--- config.mk ---
export PLATFORM = sky130hd
export DESIGN_NAME = rv32im_instruction_decoder_unit
export DESIGN_NICKNAME = d
export VERILOG_FILES = /design/src/rtl/rvdec_pkg.sv /design/src/rtl/rv32im_instruction_decoder_unit.sv
export SDC_FILE = /design/constraint.sdc
export NUM_CORES = 1
export LEC_CHECK = 0
export BUFFER_PORTS_ARGS = -buffer_cell sky130_fd_sc_hd__buf_2
export CORE_MARGIN = 2
export CORE_UTILIZATION = 55
export CTS_BUF_LIST = sky130_fd_sc_hd__clkbuf_2
export CTS_CLUSTER_SIZE = 40
export DETAILED_ROUTE_END_ITERATION = 7
export PLACE_DENSITY = 0.81
export SETUP_SLACK_MARGIN = 0.02
export SLEW_MARGIN = 20
export SYNTH_ARGS = -nofsm -noshare
export SYNTH_HDL_FRONTEND = slang
export SYNTH_SLANG_ARGS = --single-unit
--- constraint.sdc ---
create_clock -name clock -period 4.9 [get_ports clock]
set_clock_uncertainty 0.15 [all_clocks]
set_input_delay 0.245 -clock clock [delete_from_list [all_inputs] [get_ports clock]]
set_output_delay 0.245 -clock clock [all_outputs]
set_load 0.05 [all_outputs]
--- src/rtl/rvdec_pkg.sv ---
`timescale 1ns / 1ps
// Shared types and constants for the RV32IM instruction decoder.
// No dependencies; used by the decoder top level and its checker.

package rvdec_pkg;

   // Major opcodes, bits 6..0 of the instruction word
   localparam logic [6:0] OPC_MASK   = 7'h7F;
   localparam logic [6:0] OPC_LUI    = 7'h37;
   localparam logic [6:0] OPC_AUIPC  = 7'h17;
   localparam logic [6:0] OPC_JAL    = 7'h6F;
   localparam logic [6:0] OPC_JALR   = 7'h67;
   localparam logic [6:0] OPC_BRANCH = 7'h63;
   localparam logic [6:0] OPC_LOAD   = 7'h03;
   localparam logic [6:0] OPC_STORE  = 7'h23;
   localparam logic [6:0] OPC_OP_IMM = 7'h13;
   localparam logic [6:0] OPC_OP     = 7'h33;
   localparam logic [6:0] OPC_SYSTEM = 7'h73;

   localparam logic [6:0] F7_MEXT = 7'h01;
   localparam logic [6:0] F7_ALT  = 7'h20;

   localparam logic [31:0] ECALL_WORD = 32'h0000_0073;

   // Mnemonic codes
   localparam logic [5:0] MN_LUI      = 6'd0;
   localparam logic [5:0] MN_AUIPC    = 6'd1;
   localparam logic [5:0] MN_JAL      = 6'd2;
   localparam logic [5:0] MN_JALR     = 6'd3;
   localparam logic [5:0] MN_BEQ      = 6'd4;
   localparam logic [5:0] MN_BNE      = 6'd5;
   localparam logic [5:0] MN_BLT      = 6'd6;
   localparam logic [5:0] MN_BGE      = 6'd7;
   localparam logic [5:0] MN_BLTU     = 6'd8;
   localparam logic [5:0] MN_BGEU     = 6'd9;
   localparam logic [5:0] MN_LB       = 6'd10;
   localparam logic [5:0] MN_LH       = 6'd11;
   localparam logic [5:0] MN_LW       = 6'd12;
   localparam logic [5:0] MN_LBU      = 6'd13;
   localparam logic [5:0] MN_LHU      = 6'd14;
   localparam logic [5:0] MN_SB       = 6'd15;
   localparam logic [5:0] MN_SH       = 6'd16;
   localparam logic [5:0] MN_SW       = 6'd17;
   localparam logic [5:0] MN_ADDI     = 6'd18;
   localparam logic [5:0] MN_SLTI     = 6'd19;
   localparam logic [5:0] MN_SLTIU    = 6'd20;
   localparam logic [5:0] MN_XORI     = 6'd21;
   localparam logic [5:0] MN_ORI      = 6'd22;
   localparam logic [5:0] MN_ANDI     = 6'd23;
   localparam logic [5:0] MN_SLLI     = 6'd24;
   localparam logic [5:0] MN_SRLI     = 6'd25;
   localparam logic [5:0] MN_SRAI     = 6'd26;
   localparam logic [5:0] MN_ADD      = 6'd27;
   localparam logic [5:0] MN_SUB      = 6'd28;
   localparam logic [5:0] MN_SLL      = 6'd29;
   localparam logic [5:0] MN_SLT      = 6'd30;
   localparam logic [5:0] MN_SLTU     = 6'd31;
   localparam logic [5:0] MN_XOR      = 6'd32;
   localparam logic [5:0] MN_SRL      = 6'd33;
   localparam logic [5:0] MN_SRA      = 6'd34;
   localparam logic [5:0] MN_OR       = 6'd35;
   localparam logic [5:0] MN_AND      = 6'd36;
   localparam logic [5:0] MN_MUL      = 6'd37;
   localparam logic [5:0] MN_MULH     = 6'd38;
   localparam logic [5:0] MN_MULHSU   = 6'd39;
   localparam logic [5:0] MN_MULHU    = 6'd40;
   localparam logic [5:0] MN_DIV      = 6'd41;
   localparam logic [5:0] MN_DIVU     = 6'd42;
   localparam logic [5:0] MN_REM      = 6'd43;
   localparam logic [5:0] MN_REMU     = 6'd44;
   localparam logic [5:0] MN_ECALL    = 6'd45;
   localparam logic [5:0] MN_BAD_BR   = 6'd46;
   localparam logic [5:0] MN_BAD_LD   = 6'd47;
   localparam logic [5:0] MN_BAD_ST   = 6'd48;
   localparam logic [5:0] MN_BAD_SYS  = 6'd49;
   localparam logic [5:0] MN_BAD_OPC  = 6'd50;

   typedef struct packed {
      logic [31:0] instr_address;
      logic [31:0] instruction_word;
   } req_type;

   typedef struct packed {
      logic [5:0]  mnemonic_code;
      logic [4:0]  dest_reg;
      logic [4:0]  src1_reg;
      logic [4:0]  src2_reg;
      logic [31:0] operand_value;
   } rsp_type;

endpackage

--- src/rtl/rv32im_instruction_decoder_unit.sv ---
`timescale 1ns / 1ps
// RV32IM instruction decoder: registered input, one pass of decode logic,
// registered result. Depends on rvdec_pkg for payload types and codes.
//
//  channel   ports                          direction  handshake
//  request   start, busy, req_payload       in         start && !busy
//  response  rsp_strobe, rsp_payload        out        rsp_strobe, one cycle
//
// One transaction is accepted per cycle while busy is low; each result passes
// through the input register, then the result register, after acceptance.
// The rate is set by the single decode pass plus one 32-bit target adder.
// busy is high during reset and clears once a clock edge sees reset low; low otherwise.
// The receiver cannot stall, so results are never held back.

module rv32im_instruction_decoder_unit (
   input  logic                clock,
   input  logic                reset,
   input  logic                start,
   output logic                busy,
   input  rvdec_pkg::req_type  req_payload,
   output logic                rsp_strobe,
   output rvdec_pkg::rsp_type  rsp_payload
);

   logic               busy_ff;
   logic               req_valid_ff;
   rvdec_pkg::req_type req_ff;
   logic               rsp_valid_ff;
   rvdec_pkg::rsp_type rsp_ff;
   rvdec_pkg::rsp_type rsp_in;

   logic [31:0] word;
   logic [6:0]  opc;
   logic [2:0]  f3;
   logic [6:0]  f7;
   logic [31:0] imm_i;
   logic [31:0] imm_s;
   logic [31:0] imm_b;
   logic [31:0] imm_j;
   logic [31:0] target;

   assign busy = busy_ff;

   always_ff @(posedge clock) begin
      if (reset) begin
         busy_ff      <= 1'b1;
         req_valid_ff <= 1'b0;
         rsp_valid_ff <= 1'b0;
      end else begin
         busy_ff      <= 1'b0;
         req_valid_ff <= start && !busy_ff;
         rsp_valid_ff <= req_valid_ff;
      end
   end

   always_ff @(posedge clock) begin
      req_ff <= req_payload;
      rsp_ff <= rsp_in;
   end

   assign word = req_ff.instruction_word;
   assign opc  = word[6:0] & rvdec_pkg::OPC_MASK;
   assign f3   = word[14:12];
   assign f7   = word[31:25];

   assign imm_i = {{20{word[31]}}, word[31:20]};
   assign imm_s = {{20{word[31]}}, word[31:25], word[11:7]};
   assign imm_b = {{19{word[31]}}, word[31], word[7], word[30:25], word[11:8], 1'b0};
   assign imm_j = {{11{word[31]}}, word[31], word[19:12], word[20], word[30:21], 1'b0};

   // One adder serves both jal and branch targets
   assign target = req_ff.instr_address + ((opc == rvdec_pkg::OPC_JAL) ? imm_j : imm_b);

   always_comb begin
      rsp_in.dest_reg      = word[11:7];
      rsp_in.src1_reg      = word[19:15];
      rsp_in.src2_reg      = word[24:20];
      rsp_in.mnemonic_code = rvdec_pkg::MN_BAD_OPC;
      rsp_in.operand_value = 32'd0;
      case (opc)
         rvdec_pkg::OPC_LUI: begin
            rsp_in.mnemonic_code = rvdec_pkg::MN_LUI;
            rsp_in.operand_value = {12'd0, word[31:12]};
         end
         rvdec_pkg::OPC_AUIPC: begin
            rsp_in.mnemonic_code = rvdec_pkg::MN_AUIPC;
            rsp_in.operand_value = {12'd0, word[31:12]};
         end
         rvdec_pkg::OPC_JAL: begin
            rsp_in.mnemonic_code = rvdec_pkg::MN_JAL;
            rsp_in.operand_value = target;
         end
         rvdec_pkg::OPC_JALR: begin
            rsp_in.mnemonic_code = rvdec_pkg::MN_JALR;
            rsp_in.operand_value = imm_i;
         end
         rvdec_pkg::OPC_BRANCH: begin
            rsp_in.operand_value = target;
            case (f3)
               3'd0:    rsp_in.mnemonic_code = rvdec_pkg::MN_BEQ;
               3'd1:    rsp_in.mnemonic_code = rvdec_pkg::MN_BNE;
               3'd4:    rsp_in.mnemonic_code = rvdec_pkg::MN_BLT;
               3'd5:    rsp_in.mnemonic_code = rvdec_pkg::MN_BGE;
               3'd6:    rsp_in.mnemonic_code = rvdec_pkg::MN_BLTU;
               3'd7:    rsp_in.mnemonic_code = rvdec_pkg::MN_BGEU;
               default: begin
                  rsp_in.mnemonic_code = rvdec_pkg::MN_BAD_BR;
                  rsp_in.operand_value = 32'd0;
               end
            endcase
         end
         rvdec_pkg::OPC_LOAD: begin
            rsp_in.operand_value = imm_i;
            case (f3)
               3'd0:    rsp_in.mnemonic_code = rvdec_pkg::MN_LB;
               3'd1:    rsp_in.mnemonic_code = rvdec_pkg::MN_LH;
               3'd2:    rsp_in.mnemonic_code = rvdec_pkg::MN_LW;
               3'd4:    rsp_in.mnemonic_code = rvdec_pkg::MN_LBU;
               3'd5:    rsp_in.mnemonic_code = rvdec_pkg::MN_LHU;
               default: begin
                  rsp_in.mnemonic_code = rvdec_pkg::MN_BAD_LD;
                  rsp_in.operand_value = 32'd0;
               end
            endcase
         end
         rvdec_pkg::OPC_STORE: begin
            rsp_in.operand_value = imm_s;
            case (f3)
               3'd0:    rsp_in.mnemonic_code = rvdec_pkg::MN_SB;
               3'd1:    rsp_in.mnemonic_code = rvdec_pkg::MN_SH;
               3'd2:    rsp_in.mnemonic_code = rvdec_pkg::MN_SW;
               default: begin
                  rsp_in.mnemonic_code = rvdec_pkg::MN_BAD_ST;
                  rsp_in.operand_value = 32'd0;
               end
            endcase
         end
         rvdec_pkg::OPC_OP_IMM: begin
            rsp_in.operand_value = imm_i;
            case (f3)
               3'd0:    rsp_in.mnemonic_code = rvdec_pkg::MN_ADDI;
               3'd1: begin
                  rsp_in.mnemonic_code = rvdec_pkg::MN_SLLI;
                  rsp_in.operand_value = {27'd0, word[24:20]};
               end
               3'd2:    rsp_in.mnemonic_code = rvdec_pkg::MN_SLTI;
               3'd3:    rsp_in.mnemonic_code = rvdec_pkg::MN_SLTIU;
               3'd4:    rsp_in.mnemonic_code = rvdec_pkg::MN_XORI;
               3'd5: begin
                  rsp_in.mnemonic_code = (f7 == rvdec_pkg::F7_ALT) ?
                                         rvdec_pkg::MN_SRAI : rvdec_pkg::MN_SRLI;
                  rsp_in.operand_value = {27'd0, word[24:20]};
               end
               3'd6:    rsp_in.mnemonic_code = rvdec_pkg::MN_ORI;
               default: rsp_in.mnemonic_code = rvdec_pkg::MN_ANDI;
            endcase
         end
         rvdec_pkg::OPC_OP: begin
            if (f7 == rvdec_pkg::F7_MEXT) begin
               case (f3)
                  3'd0:    rsp_in.mnemonic_code = rvdec_pkg::MN_MUL;
                  3'd1:    rsp_in.mnemonic_code = rvdec_pkg::MN_MULH;
                  3'd2:    rsp_in.mnemonic_code = rvdec_pkg::MN_MULHSU;
                  3'd3:    rsp_in.mnemonic_code = rvdec_pkg::MN_MULHU;
                  3'd4:    rsp_in.mnemonic_code = rvdec_pkg::MN_DIV;
                  3'd5:    rsp_in.mnemonic_code = rvdec_pkg::MN_DIVU;
                  3'd6:    rsp_in.mnemonic_code = rvdec_pkg::MN_REM;
                  default: rsp_in.mnemonic_code = rvdec_pkg::MN_REMU;
               endcase
            end else begin
               // Any funct7 other than the alternate code decodes as the base op
               case (f3)
                  3'd0:    rsp_in.mnemonic_code = (f7 == rvdec_pkg::F7_ALT) ?
                                                  rvdec_pkg::MN_SUB : rvdec_pkg::MN_ADD;
                  3'd1:    rsp_in.mnemonic_code = rvdec_pkg::MN_SLL;
                  3'd2:    rsp_in.mnemonic_code = rvdec_pkg::MN_SLT;
                  3'd3:    rsp_in.mnemonic_code = rvdec_pkg::MN_SLTU;
                  3'd4:    rsp_in.mnemonic_code = rvdec_pkg::MN_XOR;
                  3'd5:    rsp_in.mnemonic_code = (f7 == rvdec_pkg::F7_ALT) ?
                                                  rvdec_pkg::MN_SRA : rvdec_pkg::MN_SRL;
                  3'd6:    rsp_in.mnemonic_code = rvdec_pkg::MN_OR;
                  default: rsp_in.mnemonic_code = rvdec_pkg::MN_AND;
               endcase
            end
         end
         rvdec_pkg::OPC_SYSTEM: begin
            rsp_in.mnemonic_code = (word == rvdec_pkg::ECALL_WORD) ?
                                   rvdec_pkg::MN_ECALL : rvdec_pkg::MN_BAD_SYS;
         end
         default: begin
            rsp_in.mnemonic_code = rvdec_pkg::MN_BAD_OPC;
            rsp_in.operand_value = word;
         end
      endcase
   end

   assign rsp_strobe  = rsp_valid_ff;
   assign rsp_payload = rsp_ff;

endmodule

==> impl_results.md, run 1 <==
* RSZ-0062 raised after global routing: no
* Combinational share of power at 23.1%
* Fin cells at 967
* Initial antenna violation count at 0
* Synth area leaders: dfxtp_1 43%, ha_1 7.6%, nand2_1 6.1%
* Worst hold-check path type: in -> reg
* Post-synth EDFFs at 0
* Cell Int Power at between 1.5 and 2 mW
* WP buf/inv at 1
* First DRT Iteration DRCs at 641
* Num CTS Buffers at 17
* # DRC at 0
* Fmax at between 0.2 and 0.25 GHz
* Critical Path Start Type: flip-flop
* Clock Path Buffers at 2
* Htree depth at 4
* Synth area leader: dfxtp_1
* Sequential fraction of the synthesis area at 43.2%
* Final-report max-slew violation count at 0
* Main flop type after synthesis: dfxtp_1
* Worst path max stage delay at approximately 0.64 ns
* Post-Place Cells at 853
* Sw power at 0.786 mW
* Core area at slightly below 0.01 sq mm
* Leak at around 3.2 nW
* 1st-pass router iterations at 7
* Sequential share of power at between 40% and 50%
* Largest net degree at the start of global routing at 25
* Final Routed Wirelength at 18000 um
* Setup Viol. Count Final at 0
* P&R area growth vs syn at 31.7%
* Clock root buffer: clkbuf_2
* Rows at 36
* Routed len/inst at 18.6 um
* Max Cap Violations at 0
* Layout Nets at 923
* Fillcell total at 734
* Synth unique cells at 69
* Switching Fraction at 34.0%
* Crit path kind: reg -> reg
* Number of global-route vias before repair at 5543
* Final hold vios at 0
* Clock share of power at roughly 30%
* Multi-input logic area at 0.00299 sq mm
* Congestion Overflow GR at 0
* Syn Area/Cell at 8.91 sq um
* Crit path DAT at 4.77 ns
* Period utilization at 88.2%
* Cells after synthesis at between 600 and 700
* Flop and latch count out of synthesis at 120
* Max-slew headroom at 34.5%
* PwrDens at about 320 mW/mm^2
* Initial Util at 56.9%
* First-pass GRT wire length at 28000 um
* Die Y at 105 um
* Setup TNS at 0 ns
* Worst-margin pin slew at 0.983 ns
* GPL Wtd Cong at 0.975
* Mapped Nets at 726
* Critical path fanouts, max at 14
* I/O Buffers at 121
* Post-CTS Setup Bufs at 0
* I/O Pins at 122
* Synth async-reset ratio at 0%
* Hold Slack at between 0.02 and 0.025 ns
* Vias at 5680
* Die X at 105 um
* Clk_lat worst skew at 0.69 ns
* Area share of the largest cell type after synthesis at 43.2%
* Via density at just under 6
* CP delay by family, top: simple AND/OR/NAND/NOR gates
* CTS tree: yes
* Crit path cell chain: nand3_1 -> nor3_2 -> and2_1 -> nand2_1 -> nand2_1 -> ha_1 -> inv_1 -> fa_1 -> nor2b_1 -> o21bai_1 -> a21o_1 -> a2111oi_1 -> nor3_1 -> o21bai_1 -> and3_1 -> nor3_1
* Tot GR Track Use at 32.7%
* Reg2Reg Setup Slack at 0.58 ns
* Peak VDD IR at 0.000256 V
* Outcome: complete, no violations
* CTS sink cnt at 120
* Die ar. at 0.0109 sq mm
* CP Capture Type: flip-flop
* Post-DP HPWL at 12000 um
* Area of the mapped netlist at 0.00556 sq mm
* Ys Warns at 0
* Register Area at approximately 0.0024 sq mm
* Crit path time final at 4.32 ns
* # diodes at 0
* Slowest cell on the critical path: dfxtp_1
* Share of cells above drive strength 1 at 20.7%
* Post-route ant nets at 0
* CTS clk-pin slew, worst paths at 0.20 ns
* WP data required at between 5 and 6 ns
## power by group through the flow
stage	clock network (mW)	logic, mW	registers (mW)
2_1_floorplan	0	0.247	1.19
3_3_place_gp	0	0.461	1.10
3_5_place_dp	0	0.468	1.11
4_1_cts	0.694	0.518	1.08
5_1_grt	0.738	0.571	1.09
6_report	0.692	0.534	1.09
## repair_timing
action	in CTS	in global routing
gates resized for setup	0	0
hold endpoints to repair	67	4
hold buffers	78	4
endpoints found under the setup margin	0	0
## cells by family after synthesis
family,after synthesis,synth area share (%)
flops,120,43.2
compound gates,187,22.6
xor+xnor,23,3.62
buf+inv,41,3.17
simple gates,216,19.1
fa+ha+maj,35,8.01
mux,2,0.360
## metrics by stage
stage          util (%)  total power [mW]  cell area (sq um)  worst slack (ns)
2_1_floorplan         -              1.44               5560              1.27
3_5_place_dp       63.8              1.57               6240             0.764
4_1_cts            74.5              2.30               7280             0.706
6_report           74.9              2.31               7320             0.576
3_3_place_gp       63.8              1.56               6240             0.921
5_1_grt            74.9              2.40               7320             0.203
## state kept, by name, summed over array words and instances, names as in the netlist
register      flops
rsp_strobe        1
req_valid_ff      1
req_ff           32
rsp_payload      53
busy              1
word             32
## routing by layer
layer	GRT usage, %	wire length [um]	up-vias
met5	0	0	-
li1	-	-	2666
met4	12.4	705	0
met1	40.3	7000	2593
met2	55.5	8730	347
met3	7.55	1580	74
## placed cells by master (no fill, tap or decap), types with 6 or more instances in the layout
master,n
inv_1,10
a211oi_1,6
buf_4,6
a21o_1,19
nor2_1,33
a222oi_1,9
buf_2,121
and2_1,6
or3_1,7
nand2_1,90
a31oi_1,14
nor3_1,19
dlygate4sd3_1,82
nor2b_1,8
and3_1,7
a21oi_1,49
o21ai_0,30
clkbuf_2,17
nor3b_1,7
dfxtp_1,120
xnor2_1,18
nand3_1,14
ha_1,34
## cells in the mapped netlist (9+ instances only)
cell type	instances
dfxtp_1	120
nand2_1	90
a21oi_1	49
ha_1	34
nor2_1	34
o21ai_0	30
a21o_1	19
nor3_1	19
xnor2_1	18
clkbuf_1	17
a31oi_1	14
nand3_1	14
buf_2	12
inv_1	10
a222oi_1	9
## final cells by class
cell class / count / area share, %
Clock buffer: 17 / 1.16
Tap cell: 133 / 2.27
Multi-Input combinational cell: 463 / 40.8
Sequential cell: 120 / 32.8
Clock inverter: 15 / 2.41
Timing Repair Buffer: 209 / 20.1
Inverter: 10 / 0.512
## final timing paths
check                        from               to  depth (start not counted)
setup reg to reg          word[5]  rsp_payload[25]                         16
hold reg to reg              busy     req_valid_ff                          1
setup / recovery          word[5]  rsp_payload[25]                         16
hold / removal    req_payload[38]       req_ff[38]                          2
## worst reg2reg max path, delay by kind of cell (launching register included)
| family | cells | cell delay, ns |
|---|---|---|
| buffers and inverters | 1 | 0.06 |
| flip-flops | 1 | 0.64 |
| AND/OR/NAND/NOR | 9 | 1.66 |
| adder cells (fa/ha/maj) | 2 | 0.57 |
| AO/OA/AOI/OAI | 4 | 1.15 |
(Power assumes the default switching activity.)
==> run 2: changes to the inputs <==
Settings changed: BUFFER_PORTS_ARGS -buffer_cell sky130_fd_sc_hd__buf_2 to -buffer_cell sky130_fd_sc_hd__clkbuf_2.
==> run 2 against run 1 <==
  * First-iteration DRC count grew 9.8%
  * Critical path depth is the same
  * Utilization increased by 4.8 points
  * Final cell count up 5.1%
  * Total power increased by 1.4%
  * Global-route usage rose by 4.7 points
  * Sequential cell count unchanged
  * Via count rose by 8.1%
  * Critical path type unchanged
  * Largest cell class unchanged
==> impl_results.md, run 2 (synthesis gave the netlist of run 1 again) <==
* Share of cells above drive strength 1 at 19.7% (-1.0 points)
* WP buf/inv at 1 (unchanged)
* Post-Place Cells at 853 (unchanged)
* Setup Viol. Count Final at 0 (unchanged)
* Tot GR Track Use at 37.4% (+4.7 points)
* Post-CTS Setup Bufs at 0 (unchanged)
* RSZ-0062 raised after global routing: no
* Reg2reg end: rsp_payload[25]
* WP data required at 5.43 ns (+0.09 ns)
* Num CTS Buffers at 17 (unchanged)
* Peak VDD IR at 0.000279 V (+9.3%)
* Reg2Reg Setup Slack at 0.31 ns (-0.27 ns)
* Placed inst area at 0.00624 sq mm (unchanged)
* Commonest non-fill, non-tap cell in the layout: clkbuf_2
* Post-DP HPWL at 12000 um (about the same)
* Final hold vios at 0 (unchanged)
* Pwr Total at 2.35 mW (+1.4%)
* Number of global-route vias before repair at 6198 (+12%)
* Period utilization at 93.7% (+5.5 points)
* Initial Util at 56.9% (unchanged)
* Dpl ws at 0.676 ns (-0.0878 ns)
* First-pass GRT wire length at 31800 um (+14%)
* Routed len/inst at 19.7 um (+6.0%)
* First DRT Iteration DRCs at 704 (+9.8%)
* Layout Nets at 972 (+5.3%)
* Final design area excluding fillers at 0.00780 sq mm (+6.5%)
* GPL Wtd Cong at 0.983 (+0.80%)
* Vias at 6139 (+8.1%)
* Fillcell total at 654 (-11%)
* Max-slew headroom at 35.0% (+0.56 points)
* P&R area growth vs syn at 40.2%
* Crit path time final at 4.59 ns (+0.267 ns)
* Crit path capture: rsp_payload[25]
* PwrDens at 301 mW/mm^2 (-4.8%)
* Clk_lat worst skew at 0.79 ns (+0.10 ns)
* Hold_buf cts at 131 (+68%)
* CP Capture Type: flip-flop
* Rows at 36 (unchanged)
* Critical Path Start Type: flip-flop
* Final Routed Wirelength at 20100 um (+11%)
* CP delay by family, top: simple AND/OR/NAND/NOR gates
* Core area at 0.00977 sq mm (unchanged)
* CTS tree: yes
* I/O Pins at 122 (unchanged)
* CTS sink cnt at 120 (unchanged)
* Worst r2r path cells at 16 (unchanged)
* WP depth at 16 (unchanged)
* Crit path cell chain: nand3_1 -> nor3_2 -> and2_1 -> nand2_1 -> nand2_1 -> ha_1 -> inv_1 -> fa_1 -> nor2b_1 -> o21bai_1 -> a21o_1 -> a2111oi_1 -> nor3_1 -> o21bai_1 -> and3_1 -> nor3_1
* Final-report max-slew violation count at 0 (unchanged)
* Initial antenna violation count at 0 (unchanged)
* Critical path fanouts, max at 14 (unchanged)
* Setup TNS at 0 ns (unchanged)
* Worst-margin pin slew at 0.974 ns (-0.00846 ns)
* CTS clk-pin slew, worst paths at 0.22 ns (+0.02 ns)
* Worst path max stage delay at 0.68 ns (+0.04 ns)
* Congestion Overflow GR at 0 (unchanged)
* Commonest cells after routing, fill and taps aside: 138 x clkbuf_2, 131 x dlygate4sd3_1, 120 x dfxtp_1
* Worst Setup SP: word[5]
* # DRC at 0 (unchanged)
* Fmax at 0.218 GHz (-5.8%)
* Clock root buffer: clkbuf_2
* Die ar. at 0.0109 sq mm (unchanged)
* Worst hold-check path type: in -> reg
* Htree depth at 4 (unchanged)
* # diodes at 0 (unchanged)
* Post-route ant nets at 0 (unchanged)
* Setup WS post-layout at 0.309 ns (-0.267 ns)
* Die Y at 105 um (unchanged)
* Outcome: complete, no violations
* Crit path DAT at 5.12 ns (+0.35 ns)
* Fin cells at 1016 (+5.1%)
* Number of flip-flops in the largest register at 53 (unchanged)
* FF-to-FF Start: word[5]
* Via density at 6.04 (+2.9%)
* Slowest cell on the critical path: a2111oi_1
* 1st-pass router iterations at 6 (-1)
* Die X at 105 um (unchanged)
* I/O Buffers at 121 (unchanged)
* Clock Path Buffers at 2 (unchanged)
* Leak at 3.46 nW (+7.1%)
* Largest net degree at the start of global routing at 25 (unchanged)
* Max Cap Violations at 0 (unchanged)
* CTS resizes at 0 (unchanged)
* Crit path kind: reg -> reg
-- run 2: changes by cell type in the layout (fill, tap and decap cells not counted), moves of 2 or more --
cell           before  now
clkinv_2            2    0
clkbuf_2           17  138
clkinvlp_4          5    3
dlygate4sd3_1      82  131
inv_6               2    5
buf_2             121    0
inv_8               0    4
bufinv_16           3    1
-- run 2: area by class of cell --
class	count	area, sq um	area share [%]
Tap cell	133	166	2.13
Clock buffer	17	85.1	1.09
Clock inverter	15	159	2.04
Multi-Input combinational cell	463	2990	38.3
Timing Repair Buffer	258	1960	25.2
Inverter	10	37.5	0.481
Sequential cell	120	2400	30.8
-- run 2: worst min-delay path by stage --
stage,endpoint,start,depth (start not counted),slack (ns)
2_1_floorplan,busy,reset,0,0.12
5_1_grt,rsp_strobe,reset,3,0.02
3_3_place_gp,req_ff[50],req_payload[50],1,0.20
6_report,rsp_strobe,reset,3,0.04
4_1_cts,rsp_strobe,reset,3,0.0002
3_5_place_dp,word[19],req_payload[19],1,0.20
-- run 2: tightest hold or removal path: cells and delay by family --
| family | cells | cell delay, ns |
|---|---|---|
| buf+inv | 2 | 0.67 |
| simple gates | 1 | 0.04 |
-- run 2: power breakdown --
group          total [mW]  internal (mW)  switching [mW]  leakage [nW]
registers            1.09           1.04          0.0555          1.01
clock network       0.674          0.207           0.468         0.140
logic               0.579          0.233           0.345          2.30
-- run 2: routing by layer --
layer,up-vias,track usage [%],share of wire [%]
li1,2766,-,-
met3,116,10.8,9.5
met2,455,64.1,49
met1,2802,42.6,37
met4,0,18.6,5.1
met5,-,0,0
-- run 2: per-stage QoR --
step / hold WS, ns / utilization, %
finish: 0.0397 / 79.8
global route: 0.0167 / 79.8
CTS: 0.000182 / 79.7
detailed placement: 0.199 / 63.8
global placement: 0.197 / 63.8
floorplan: 0.123 / -
==> run 3: changes to the inputs <==
Settings changed: RECOVER_POWER set to 25, SLEW_MARGIN 20 to not set.
==> run 3 against run 2 <==
  * The run now ends with DRC left
  * Worst setup slack improved by 0.11 ns
  * Combinational power about the same
  * Via count decreased by 0.41%
  * Final area about the same
  * Worst hold slack improved by 0.0093 ns
  * Die area unchanged
  * Non-clock buffer count unchanged
  * Sequential share of layout area about the same
  * Largest power group unchanged
==> impl_results.md, run 3 (synthesis gave the netlist of run 1 again) <==
* Num CTS Buffers at 17 (unchanged)
* I/O Buffers at 121 (unchanged)
* GPL Wtd Cong at 0.983 (unchanged)
* Dpl ws at 0.676 ns (unchanged)
* Layout Nets at 972 (unchanged)
* CTS tree: yes
* Crit path DAT at 5.00 ns (-0.12 ns)
* Initial antenna violation count at 0 (unchanged)
* Peak VDD IR at 0.000279 V (about the same)
* CP delay by family, top: simple AND/OR/NAND/NOR gates
* Fillcell total at 655 (+0.15%)
* Via density at 6.02 (-0.41%)
* Commonest cells after routing, fill and taps aside: 138 x clkbuf_2, 131 x dlygate4sd3_1, 120 x dfxtp_1
* Clock root buffer: clkbuf_2
* Crit path cell chain: nand3_1 -> nor3_2 -> and2_1 -> nand2_1 -> nand2_1 -> ha_1 -> inv_1 -> fa_1 -> nor2b_1 -> o21bai_1 -> a21o_1 -> a2111oi_1 -> nor3_1 -> o21bai_1 -> and3_1 -> nor3_1
* P&R area growth vs syn at 40.2% (about the same)
* Final-report max-slew violation count at 0 (unchanged)
* Worst path max stage delay at 0.65 ns (-0.03 ns)
* Commonest non-fill, non-tap cell in the layout: clkbuf_2
* Worst r2r path cells at 16 (unchanged)
* Worst-margin pin slew at 1.35 ns (+0.379 ns)
* Outcome: complete, but fails checks
* WP data required at 5.42 ns (about the same)
* RSZ-0062 raised after global routing: no
* Largest net degree at the start of global routing at 25 (unchanged)
* Tot GR Track Use at 37.4% (unchanged)
* Critical path fanouts, max at 14 (unchanged)
* Number of global-route vias before repair at 6198 (unchanged)
* First DRT Iteration DRCs at 727 (+3.3%)
* Register Area at 0.00240 sq mm (unchanged)
* Post-DP HPWL at 12000 um (unchanged)
* Clock Path Buffers at 2 (unchanged)
* Hold_buf cts at 131 (unchanged)
* Reg2reg end: rsp_payload[25]
* CTS sink cnt at 120 (unchanged)
* Htree depth at 4 (unchanged)
* Reg2Reg Setup Slack at 0.42 ns (+0.11 ns)
* Routed len/inst at 19.8 um (+0.27%)
* Die X at 105 um (unchanged)
* Fmax at 0.223 GHz (+2.5%)
* Worst Hold End: rsp_strobe
* Leak at 3.46 nW (about the same)
* Slowest cell on the critical path: dfxtp_1
* Setup WS post-layout at 0.419 ns (+0.111 ns)
* Post-route ant nets at 0 (unchanged)
* First-pass GRT wire length at 31800 um (unchanged)
* Share of cells above drive strength 1 at 19.6% (-0.11 points)
* Congestion Overflow GR at 0 (unchanged)
* # DRC at 5 (+5)
* I/O Pins at 122 (unchanged)
* Clk_lat worst skew at 0.78 ns (about the same)
* Rows at 36 (unchanged)
* 1st-pass router iterations at 8 (+2)
* Multi-input logic area at 0.00298 sq mm (about the same)
* CP Capture Type: flip-flop
* Setup Viol. Count Final at 0 (unchanged)
* Setup TNS at 0 ns (unchanged)
* Max-slew headroom at 9.45% (-26 points)
* Worst hold-check path type: in -> reg
* Final Routed Wirelength at 20100 um (+0.27%)
* CTS resizes at 0 (unchanged)
* Crit path kind: reg -> reg
* Vias at 6114 (-0.41%)
* CTS clk-pin slew, worst paths at 0.22 ns (about the same)
* Period utilization at 91.4% (-2.3 points)
* Number of flip-flops in the largest register at 53 (unchanged)
* Crit path time final at 4.48 ns (-0.111 ns)
* Min-delay src: reset
* Critical Path Start Type: flip-flop
* Max Cap Violations at 0 (unchanged)
* Hold depth at 3 (unchanged)
* Post-CTS Setup Bufs at 0 (unchanged)
* Die Y at 105 um (unchanged)
* Failing checks: DRC
* WP buf/inv at 1 (unchanged)
* Initial Util at 56.9% (unchanged)
* Die ar. at 0.0109 sq mm (unchanged)
* Core area at 0.00977 sq mm (unchanged)
* FF-to-FF Start: word[5]
* PwrDens at 301 mW/mm^2 (about the same)
* Final hold vios at 0 (unchanged)
* # diodes at 0 (unchanged)
## run 3: cell types whose count changed in the layout (fill, tap and decap cells not counted)
cell | previous run | this run
nor2_1 | 33 | 34
nor2_2 | 2 | 1
## run 3: how the worst max path moves through the flow
stage | start | end | cells after the start
floorplan | word[6] | rsp_payload[25] | 18
global placement | word[5] | rsp_payload[31] | 16
detailed placement | word[5] | rsp_payload[25] | 16
CTS | word[5] | rsp_payload[25] | 16
global route | word[5] | rsp_payload[23] | 16
finish | word[5] | rsp_payload[25] | 16
## run 3: worst reg2reg max path: cells and delay by family, from the launching register on
kind | cells | cell delay, ns
compound gates | 4 | 1.20
fa+ha+maj | 2 | 0.58
buf+inv | 1 | 0.06
flops | 1 | 0.65
simple gates | 9 | 1.78
## run 3: per-stage QoR
step                      hold WS [ns]  utilization [%]  instance area, sq um  power (mW)  instances
after floorplan                  0.123                -                  5560        1.44        624
after global placement           0.197             63.8                  6240        1.57        853
after detailed placement         0.199             63.8                  6240        1.57        853
after CTS                     0.000182             79.7                  7790        2.29       1016
after global routing            0.0167             79.7                  7790        2.42       1016
final                           0.0490             79.7                  7790        2.34       1016
## run 3: area by class of cell
cell class | instances | area share (%)
clock inverter | 15 | 2.04
timing repair buffer | 258 | 25.2
multi-input combinational | 463 | 38.3
sequential | 120 | 30.8
tap | 133 | 2.13
clock buffer | 17 | 1.09
inverter | 10 | 0.482
## run 3: layer usage
layer | wire length (um) | vias to the layer above | global-route usage [%] | share of wire [%]
met2 | 9880 | 436 | 64.1 | 49
met1 | 7430 | 2809 | 42.6 | 37
met3 | 1860 | 103 | 10.8 | 9.3
met4 | 944 | 0 | 18.6 | 4.7
met5 | 0 | - | 0 | 0
li1 | - | 2766 | - | -
## run 3: power breakdown
part	switching (mW)	leakage, nW	internal, mW	total (mW)
Sequential	0.0555	1.01	1.04	1.09
Combinational	0.346	2.30	0.233	0.579
Clock	0.466	0.140	0.207	0.672
